[src/design/atanrr_pkg.sv]
// ----------------------------------------------------------------------------
// atanrr_pkg
// Shared constants of the range-reduced arctangent block: fixed-point
// formats, Q30 coefficients and the per-step angle offsets.
// ----------------------------------------------------------------------------
package atanrr_pkg;

  // default argument format Q(31-F).F
  localparam int DEF_FRAC_BITS = 16;

  // divider geometry: dividend/remainder width and quotient bits
  localparam int DW = 62;
  localparam int QW = 31;

  // Q30 coefficients, rounded to nearest
  localparam logic [31:0] K_SQRT3   = 32'd1859775393;
  localparam logic [31:0] K_DEN_ADD = 32'd1512667295;
  localparam logic [31:0] K_NUM     = 32'd600368879;
  localparam logic [31:0] K_LIN     = 32'd647579911;
  localparam logic [31:0] K_SQ      = 32'd55409953;

  // Q30 angles
  localparam logic signed [31:0] K_PI12 = 32'sd281104952;
  localparam logic signed [35:0] K_PI6  = 36'sd562209904;
  localparam logic signed [35:0] K_PI2  = 36'sd1686629713;

  // reduction step cap
  localparam logic [1:0] MAX_STEPS = 2'd3;

  // angle added back for a number of reduction steps
  function automatic logic signed [35:0] steps_angle(input logic [1:0] steps);
    logic signed [35:0] res;
    case (steps)
      2'd0:    res = 36'sd0;
      2'd1:    res = K_PI6;
      2'd2:    res = K_PI6 + K_PI6;
      default: res = K_PI6 + K_PI6 + K_PI6;
    endcase
    return res;
  endfunction

endpackage

[src/design/arctan_range_reduced.sv]
// ----------------------------------------------------------------------------
// arctan_range_reduced
// Arctangent of a signed fixed-point argument with sign folding, reciprocal
// and pi/6 range reduction, then a rational core. One shared 32x32
// multiplier and one shared radix-2 divider run under a small sequencer.
// ----------------------------------------------------------------------------
//
//  channel  ports                    width  notes
//  -------  -----------------------  -----  -------------------------------
//  input    start, busy, in_x_value  32     signed Q(31-F).F, taken on
//                                           start & !busy
//  result   out_valid, out_angle     32     signed Q2.29, one-cycle strobe
//
// A word takes longer from accept to strobe when |x| > 1 and for each pi/6
// reduction step (at most two for real inputs).
// The divider retires one quotient bit a cycle over 31 bits and serves the
// reciprocal, each reduction step and the core.
// busy is high from the accept until the strobe cycle, when it drops.
// Reset (rst_n low, synchronous) returns the sequencer and divider to idle.
// The receiver cannot stall: a result is shown for exactly one cycle.
// ----------------------------------------------------------------------------
module arctan_range_reduced #(
  parameter int INPUT_FRACTION_BITS = atanrr_pkg::DEF_FRAC_BITS
) (
  input  logic               clk,
  input  logic               rst_n,
  input  logic               start,
  output logic               busy,
  input  logic signed [31:0] in_x_value,
  output logic               out_valid,
  output logic signed [31:0] out_angle
);

  localparam int DW = atanrr_pkg::DW;
  localparam int QW = atanrr_pkg::QW;
  localparam int UP_SHIFT = 30 - INPUT_FRACTION_BITS;
  localparam logic [DW-1:0] RECIP_NUM = DW'(1) << (30 + INPUT_FRACTION_BITS);
  localparam logic [32:0] ONE_IN = 33'd1 << INPUT_FRACTION_BITS;
  localparam logic signed [63:0] Q60_ONE = 64'sd1 <<< 60;
  localparam logic [63:0] HALF_Q30 = 64'd1 << 29;

  // sequencer states
  localparam logic [3:0] S_IDLE  = 4'd0;
  localparam logic [3:0] S_RECIP = 4'd1;
  localparam logic [3:0] S_CHECK = 4'd2;
  localparam logic [3:0] S_RMUL  = 4'd3;
  localparam logic [3:0] S_RLOAD = 4'd4;
  localparam logic [3:0] S_RDIV  = 4'd5;
  localparam logic [3:0] S_SQ    = 4'd6;
  localparam logic [3:0] S_SQR   = 4'd7;
  localparam logic [3:0] S_KSQ   = 4'd8;
  localparam logic [3:0] S_KSQR  = 4'd9;
  localparam logic [3:0] S_CDIV  = 4'd10;
  localparam logic [3:0] S_AMUL  = 4'd11;
  localparam logic [3:0] S_FIN1  = 4'd12;
  localparam logic [3:0] S_FIN2  = 4'd13;

  logic [3:0]         state_r, state_nxt;
  logic               neg_r, inv_r, qneg_r, mneg_r;
  logic signed [31:0] x_r;
  logic [1:0]         steps_r;
  logic [30:0]        m_r, x2_r, sq_r;
  logic [31:0]        a_r;
  logic signed [35:0] ang_r;
  logic [63:0]        prod_r;
  logic               out_valid_r;
  logic signed [31:0] out_angle_r;

  // divider registers
  logic [DW-1:0]      div_rem_r, div_dsr_r;
  logic [QW-1:0]      div_q_r;
  logic [4:0]         div_cnt_r;
  logic               div_busy_r;

  logic               accept;
  logic [31:0]        in_mag;
  logic               in_inv;
  logic [31:0]        mul_a, mul_b;
  logic [63:0]        prod_rnd;
  logic signed [63:0] num_s, num_abs;
  logic [31:0]        rden, cden;
  logic [30:0]        x2_new;
  logic               div_ld;
  logic [DW-1:0]      div_ld_num;
  logic [31:0]        div_ld_den;
  logic               div_ge;
  logic signed [31:0] q_s;
  logic signed [35:0] r_s, ang_adj, ang_rnd;

  assign accept    = start && (state_r == S_IDLE);
  assign busy      = (state_r != S_IDLE);
  assign out_valid = out_valid_r;
  assign out_angle = out_angle_r;

  // magnitude of the argument, the most negative code maps to 2^31 exactly
  assign in_mag = in_x_value[31] ? (32'd0 - 32'(in_x_value)) : 32'(in_x_value);
  assign in_inv = {1'b0, in_mag} > ONE_IN;

  // shared multiplier operand select
  always_comb begin
    unique case (state_r)
      S_RMUL: begin
        mul_a = 32'(x_r);
        mul_b = atanrr_pkg::K_SQRT3;
      end
      S_SQ: begin
        mul_a = {1'b0, m_r};
        mul_b = {1'b0, m_r};
      end
      S_KSQ: begin
        mul_a = atanrr_pkg::K_SQ;
        mul_b = {1'b0, x2_r};
      end
      S_AMUL: begin
        mul_a = {1'b0, m_r};
        mul_b = a_r;
      end
      default: begin
        mul_a = 32'd0;
        mul_b = 32'd0;
      end
    endcase
  end

  // registered product and its Q30 rounding
  always_ff @(posedge clk) begin
    prod_r <= 64'(mul_a) * 64'(mul_b);
  end

  assign prod_rnd = prod_r + HALF_Q30;
  assign x2_new   = prod_rnd[60:30];

  // reduction step numerator x*sqrt3 - 1 and denominator x + sqrt3
  assign num_s   = $signed(prod_r) - Q60_ONE;
  assign num_abs = num_s[63] ? -num_s : num_s;
  assign rden    = 32'(x_r) + atanrr_pkg::K_SQRT3;

  // core denominator x^2 + 1.4087812
  assign cden = {1'b0, x2_new} + atanrr_pkg::K_DEN_ADD;

  // divider load select
  always_comb begin
    div_ld     = 1'b0;
    div_ld_num = '0;
    div_ld_den = 32'd0;
    unique case (state_r)
      S_IDLE: begin
        div_ld     = accept && in_inv;
        div_ld_num = RECIP_NUM + DW'(in_mag[31:1]);
        div_ld_den = in_mag;
      end
      S_RLOAD: begin
        div_ld     = 1'b1;
        div_ld_num = num_abs[DW-1:0];
        div_ld_den = rden;
      end
      S_SQR: begin
        div_ld     = 1'b1;
        div_ld_num = DW'({atanrr_pkg::K_NUM, 30'd0}) + DW'(cden[31:1]);
        div_ld_den = cden;
      end
      default: begin
        div_ld = 1'b0;
      end
    endcase
  end

  // restoring divider, one quotient bit a cycle
  assign div_ge = (div_rem_r >= div_dsr_r);

  always_ff @(posedge clk) begin
    if (!rst_n) begin
      div_busy_r <= 1'b0;
      div_cnt_r  <= 5'd0;
    end else if (div_ld) begin
      div_busy_r <= 1'b1;
      div_cnt_r  <= 5'(QW - 1);
      div_rem_r  <= div_ld_num;
      div_dsr_r  <= DW'(div_ld_den) << (QW - 1);
      div_q_r    <= '0;
    end else if (div_busy_r) begin
      if (div_ge) begin
        div_rem_r <= div_rem_r - div_dsr_r;
      end
      div_q_r   <= {div_q_r[QW-2:0], div_ge};
      div_dsr_r <= div_dsr_r >> 1;
      div_cnt_r <= div_cnt_r - 5'd1;
      if (div_cnt_r == 5'd0) begin
        div_busy_r <= 1'b0;
      end
    end
  end

  assign q_s = {1'b0, div_q_r};

  // next state
  always_comb begin
    state_nxt = state_r;
    unique case (state_r)
      S_IDLE: begin
        if (accept) state_nxt = in_inv ? S_RECIP : S_CHECK;
      end
      S_RECIP: begin
        if (!div_busy_r) state_nxt = S_CHECK;
      end
      S_CHECK: begin
        if ((x_r > atanrr_pkg::K_PI12) && (steps_r != atanrr_pkg::MAX_STEPS)) begin
          state_nxt = S_RMUL;
        end else begin
          state_nxt = S_SQ;
        end
      end
      S_RMUL:  state_nxt = S_RLOAD;
      S_RLOAD: state_nxt = S_RDIV;
      S_RDIV: begin
        if (!div_busy_r) state_nxt = S_CHECK;
      end
      S_SQ:   state_nxt = S_SQR;
      S_SQR:  state_nxt = S_KSQ;
      S_KSQ:  state_nxt = S_KSQR;
      S_KSQR: state_nxt = S_CDIV;
      S_CDIV: begin
        if (!div_busy_r) state_nxt = S_AMUL;
      end
      S_AMUL: state_nxt = S_FIN1;
      S_FIN1: state_nxt = S_FIN2;
      S_FIN2: state_nxt = S_IDLE;
      default: state_nxt = S_IDLE;
    endcase
  end

  always_ff @(posedge clk) begin
    if (!rst_n) begin
      state_r     <= S_IDLE;
      out_valid_r <= 1'b0;
    end else begin
      state_r     <= state_nxt;
      out_valid_r <= (state_r == S_FIN2);
    end
  end

  // core product back to signed and the pi/6 steps added
  assign r_s = {2'b00, prod_rnd[63:30]};

  // quadrant fix for inversion and sign, then Q30 to Q29 rounding
  always_comb begin
    case ({inv_r, neg_r})
      2'b11:   ang_adj = ang_r - atanrr_pkg::K_PI2;
      2'b10:   ang_adj = atanrr_pkg::K_PI2 - ang_r;
      2'b01:   ang_adj = -ang_r;
      default: ang_adj = ang_r;
    endcase
  end

  assign ang_rnd = ang_adj + 36'sd1;

  // datapath registers
  always_ff @(posedge clk) begin
    case (state_r)
      S_IDLE: begin
        if (accept) begin
          neg_r   <= in_x_value[31];
          inv_r   <= in_inv;
          steps_r <= 2'd0;
          x_r     <= $signed(in_mag << UP_SHIFT);
        end
      end
      S_RECIP: begin
        if (!div_busy_r) x_r <= q_s;
      end
      S_CHECK: begin
        mneg_r <= x_r[31];
        m_r    <= x_r[31] ? 31'(-x_r) : x_r[30:0];
      end
      S_RLOAD: begin
        qneg_r <= num_s[63];
      end
      S_RDIV: begin
        if (!div_busy_r) begin
          x_r     <= qneg_r ? -q_s : q_s;
          steps_r <= steps_r + 2'd1;
        end
      end
      S_SQR: begin
        x2_r <= x2_new;
      end
      S_KSQR: begin
        sq_r <= x2_new;
      end
      S_CDIV: begin
        if (!div_busy_r) begin
          a_r <= 32'(q_s) + atanrr_pkg::K_LIN - {1'b0, sq_r};
        end
      end
      S_FIN1: begin
        ang_r <= mneg_r ? (atanrr_pkg::steps_angle(steps_r) - r_s)
                        : (atanrr_pkg::steps_angle(steps_r) + r_s);
      end
      S_FIN2: begin
        out_angle_r <= ang_rnd[32:1];
      end
      default: begin
      end
    endcase
  end

  // checks on the sequencer and shared divider
  a_strobe_single: assert property (@(posedge clk) disable iff (!rst_n)
    out_valid |=> !out_valid)
    else $error("result strobe held longer than one cycle");

  a_strobe_idle: assert property (@(posedge clk) disable iff (!rst_n)
    out_valid |-> !busy)
    else $error("result shown while sequencer still busy");

  a_accept_busy: assert property (@(posedge clk) disable iff (!rst_n)
    (start && !busy) |=> busy)
    else $error("accepted word did not raise busy");

  a_div_idle: assert property (@(posedge clk) disable iff (!rst_n)
    (state_r == S_IDLE) |-> !div_busy_r)
    else $error("divider running while sequencer idle");

endmodule

[config.mk]
export PLATFORM = sky130hd
export DESIGN_NAME = arctan_range_reduced
export DESIGN_NICKNAME = d
export VERILOG_FILES = /design/src/design/atanrr_pkg.sv /design/src/design/arctan_range_reduced.sv
export SDC_FILE = /design/constraint.sdc
export NUM_CORES = 2
export LEC_CHECK = 0
export ABC_AREA = 1
export BUFFER_PORTS_ARGS = -buffer_cell sky130_fd_sc_hd__buf_2
export CAP_MARGIN = 25
export CORE_UTILIZATION = 40
export DETAILED_ROUTE_END_ITERATION = 7
export GPL_TIMING_DRIVEN = 0
export HOLD_SLACK_MARGIN = 0.02
export PLACE_DENSITY = 0.65
export SYNTH_ARGS = -nofsm -noshare
export SYNTH_HDL_FRONTEND = slang
export SYNTH_SLANG_ARGS = --single-unit
[constraint.sdc]
create_clock -name clk -period 15.7 [get_ports clk]
set_clock_uncertainty 0.2 [all_clocks]
set_input_delay 1.57 -clock clk [delete_from_list [all_inputs] [get_ports clk]]
set_output_delay 1.57 -clock clk [all_outputs]
set_load 0.005 [all_outputs]
==> impl_metrics.ini <==
[cts]
post-cts-setup-buffers = 0
cts_buffers = 51
cts-root-buf = clkbuf_16
postCtsHoldBufs = 0
cts_sinks = 458
cts_tree = yes
clock_path_buffers = 3
clock_latency_ps = 680
htreeDepth = 2
clk_pin_slew_ps = 70
cts_resized = 0

[pwr]
p_leak_uw = 0.0372
ir_worst_vdd_v = 0.000154
power_density_nw_per_um2 = 111

[detailed_routing]
finalWirelength_mm = 312
viasPerCell = 5.60
drc = 0
antenna_left = 0
wl_per_cell_um = 26.2
drt-initial-drc-count = 8192
vias = 66700
firstDrtPassIters = 8

[global_route]
grt-ovfl-total = 0
first_global_vias = 64400
track_usage = 0.353
antenna_found_initial = 15
grt_max_degree = 59
grt_pass1_wl_mm = 449

[synthesis]
synth_edf_count = 383
ys_ff_latch = 458
syn_area_um2 = 70000
synth_most_common_cell = nand2_1
synthCells = 9336
yosysSeqAreaShare = 0.186
syn_area_per_cell_um2 = 7.50
synth_top_area_cell = fa_1
yosys.area.top_type_share = 0.257
synth_top_flop_cell = edfxtp_1
yosysWarnings = 0
synth.top_cells.by_area = fa_1, edfxtp_1, nand2_1
synth_cell_type_count = 70
synth_common_cells = nand2_1, inv_1, nor2_1
async_reset_ff_frac = 0

[cells_and_area]
ff_latch_area_um2 = 13000
nNetsFinal = 10900
final_layout_size_suffix_gt1_frac = 0.0476
fillers = 18100
synthToLayoutAreaGrowth_pct = 8.63
multi_input_area_um2 = 48500

[critical_path]
critPathArrivalTime_ps = 12430
crit_type = flip-flop to flip-flop
worstPathMaxFanout = 10
crit_family = adder cells
cp_num_buf_inv = 7
path_common_cell = fa_1
crit_slowest_cell = clkinv_1
crit_path_start_kind = flip-flop
cp_slowest_stage_delay_ps = 1070
end_kind = flip-flop
critPathRequiredTime_ps = 16020

[run]
drv_cap = 0

[die]
dieArea_um2 = 177000
die_x_um = 420
initial_utilization = 0.403
rows = 153
fp.dieH_um = 420
core_area_um2 = 174000
num_io_pins = 69

[sta]
fmax_mhz = 82.6
fin_crit_ps = 12110
finalSetupViolations = 0
rsz0062_at_grt = no
finalMaxSlewViolations = 0
hold_viol_final = 0
worst_pin_slew_ps = 1400
max_slew_margin = 0.0685
setup-tns-final_ps = 0
hold_slack_ps = 286
period_share = 0.771

[status]
status = finished clean

[place]
io_buffers = 68
gp_congestion = 1.08
hpwl_mm = 265

[hold_path]
hp-class = flip-flop to flip-flop
-- area by class of cell --
type                    count  area share
multi-input cells        6617       0.638
flip-flops and latches    458       0.171
inverters                1966      0.0970
well taps                2325      0.0382
clock buffers              65      0.0184
plain buffers             306      0.0167
repair buffers            128      0.0155
clock inverters            31     0.00534
diodes                     10    0.000329
-- state kept, by name, summed over array words and instances, names as in the netlist, 2 cells and up --
signal and flops:
m_r 31, prod_r 64, steps_r 2, div_q_r 31, div_rem_r 62, a_r 32, state_r 4, sq_r 31
x2_r 31, ang_r 33, div_cnt_r 5, out_angle 32, div_dsr_r 62, x_r 32
-- path summary, 6_finish.rpt --
kind	slack, ps	cells past startpoint	endpoint	start
min	290	0	mneg_r	x_r[31]
max	3590	32	prod_r[52]	state_r[2]
max reg2reg	3590	32	prod_r[52]	state_r[2]
min reg2reg	290	0	mneg_r	x_r[31]
-- worst register-to-register path: cells and delay by family (launching register included) --
kind / cells / cell delay, ps
adders and majority gates: 9 / 4350
AOI/OAI and AO/OA: 7 / 2880
buffers and inverters: 7 / 2630
and+or+nand+nor: 8 / 1360
DFF: 1 / 430
xor gates and xnor gates: 1 / 150
-- cell families (layout without fill, tap and decap cells) --
family / Yosys count / count (layout) / synth area share
other: 2 / 23 / 0.000107
DFF: 458 / 458 / 0.186
AOI/OAI and AO/OA: 1084 / 1084 / 0.0879
adders and majority gates: 1323 / 1323 / 0.333
xor gates and xnor gates: 281 / 281 / 0.0351
buffers and inverters: 2272 / 2496 / 0.124
and+or+nand+nor: 3916 / 3916 / 0.235
-- where the power goes --
part / total (uW) / switching, uW / internal, uW
clock: 1330 / 571 / 755
sequential: 2100 / 230 / 1870
combinational: 5030 / 3580 / 1440
total: 8460 / 4380 / 4070
-- placed cells by master, fill, tap and decap left out, types with 43 or more instances in the layout --
cell,instances
nand2_2,45
nand3_1,431
o21ai_0,344
a21oi_1,392
buf_2,104
ha_1,425
nor2_1,1119
clkbuf_16,51
inv_1,1918
xor2_1,190
edfxtp_1,383
nor4_1,43
fa_1,898
a31oi_1,74
nand2_1,1936
nor3_1,82
o21ai_1,45
clkbuf_1,235
dfxtp_1,75
nand4_1,113
xnor2_1,91
-- stage by stage --
stage	power [uW]	instances	setup slack [ps]	util	instance area [um^2]
finish	8460	11900	3590	0.438	76100
CTS	8320	11900	3920	0.437	75900
detailed placement	6970	11800	3980	0.426	74100
global route	8900	11900	3460	0.438	76100
global placement	6900	11700	3070	0.422	73300
floorplan	5120	9347	7350	-	70100
-- routing by layer --
layer / share of wire / vias to the layer above / global-route usage
li1: - / 29400 / -
met1: 0.42 / 32900 / 0.490
met2: 0.42 / 3829 / 0.523
met3: 0.12 / 572 / 0.101
met4: 0.039 / 12 / 0.119
met5: 0.00027 / - / 0
No activity file was read; power rests on OpenSTA's default activity.
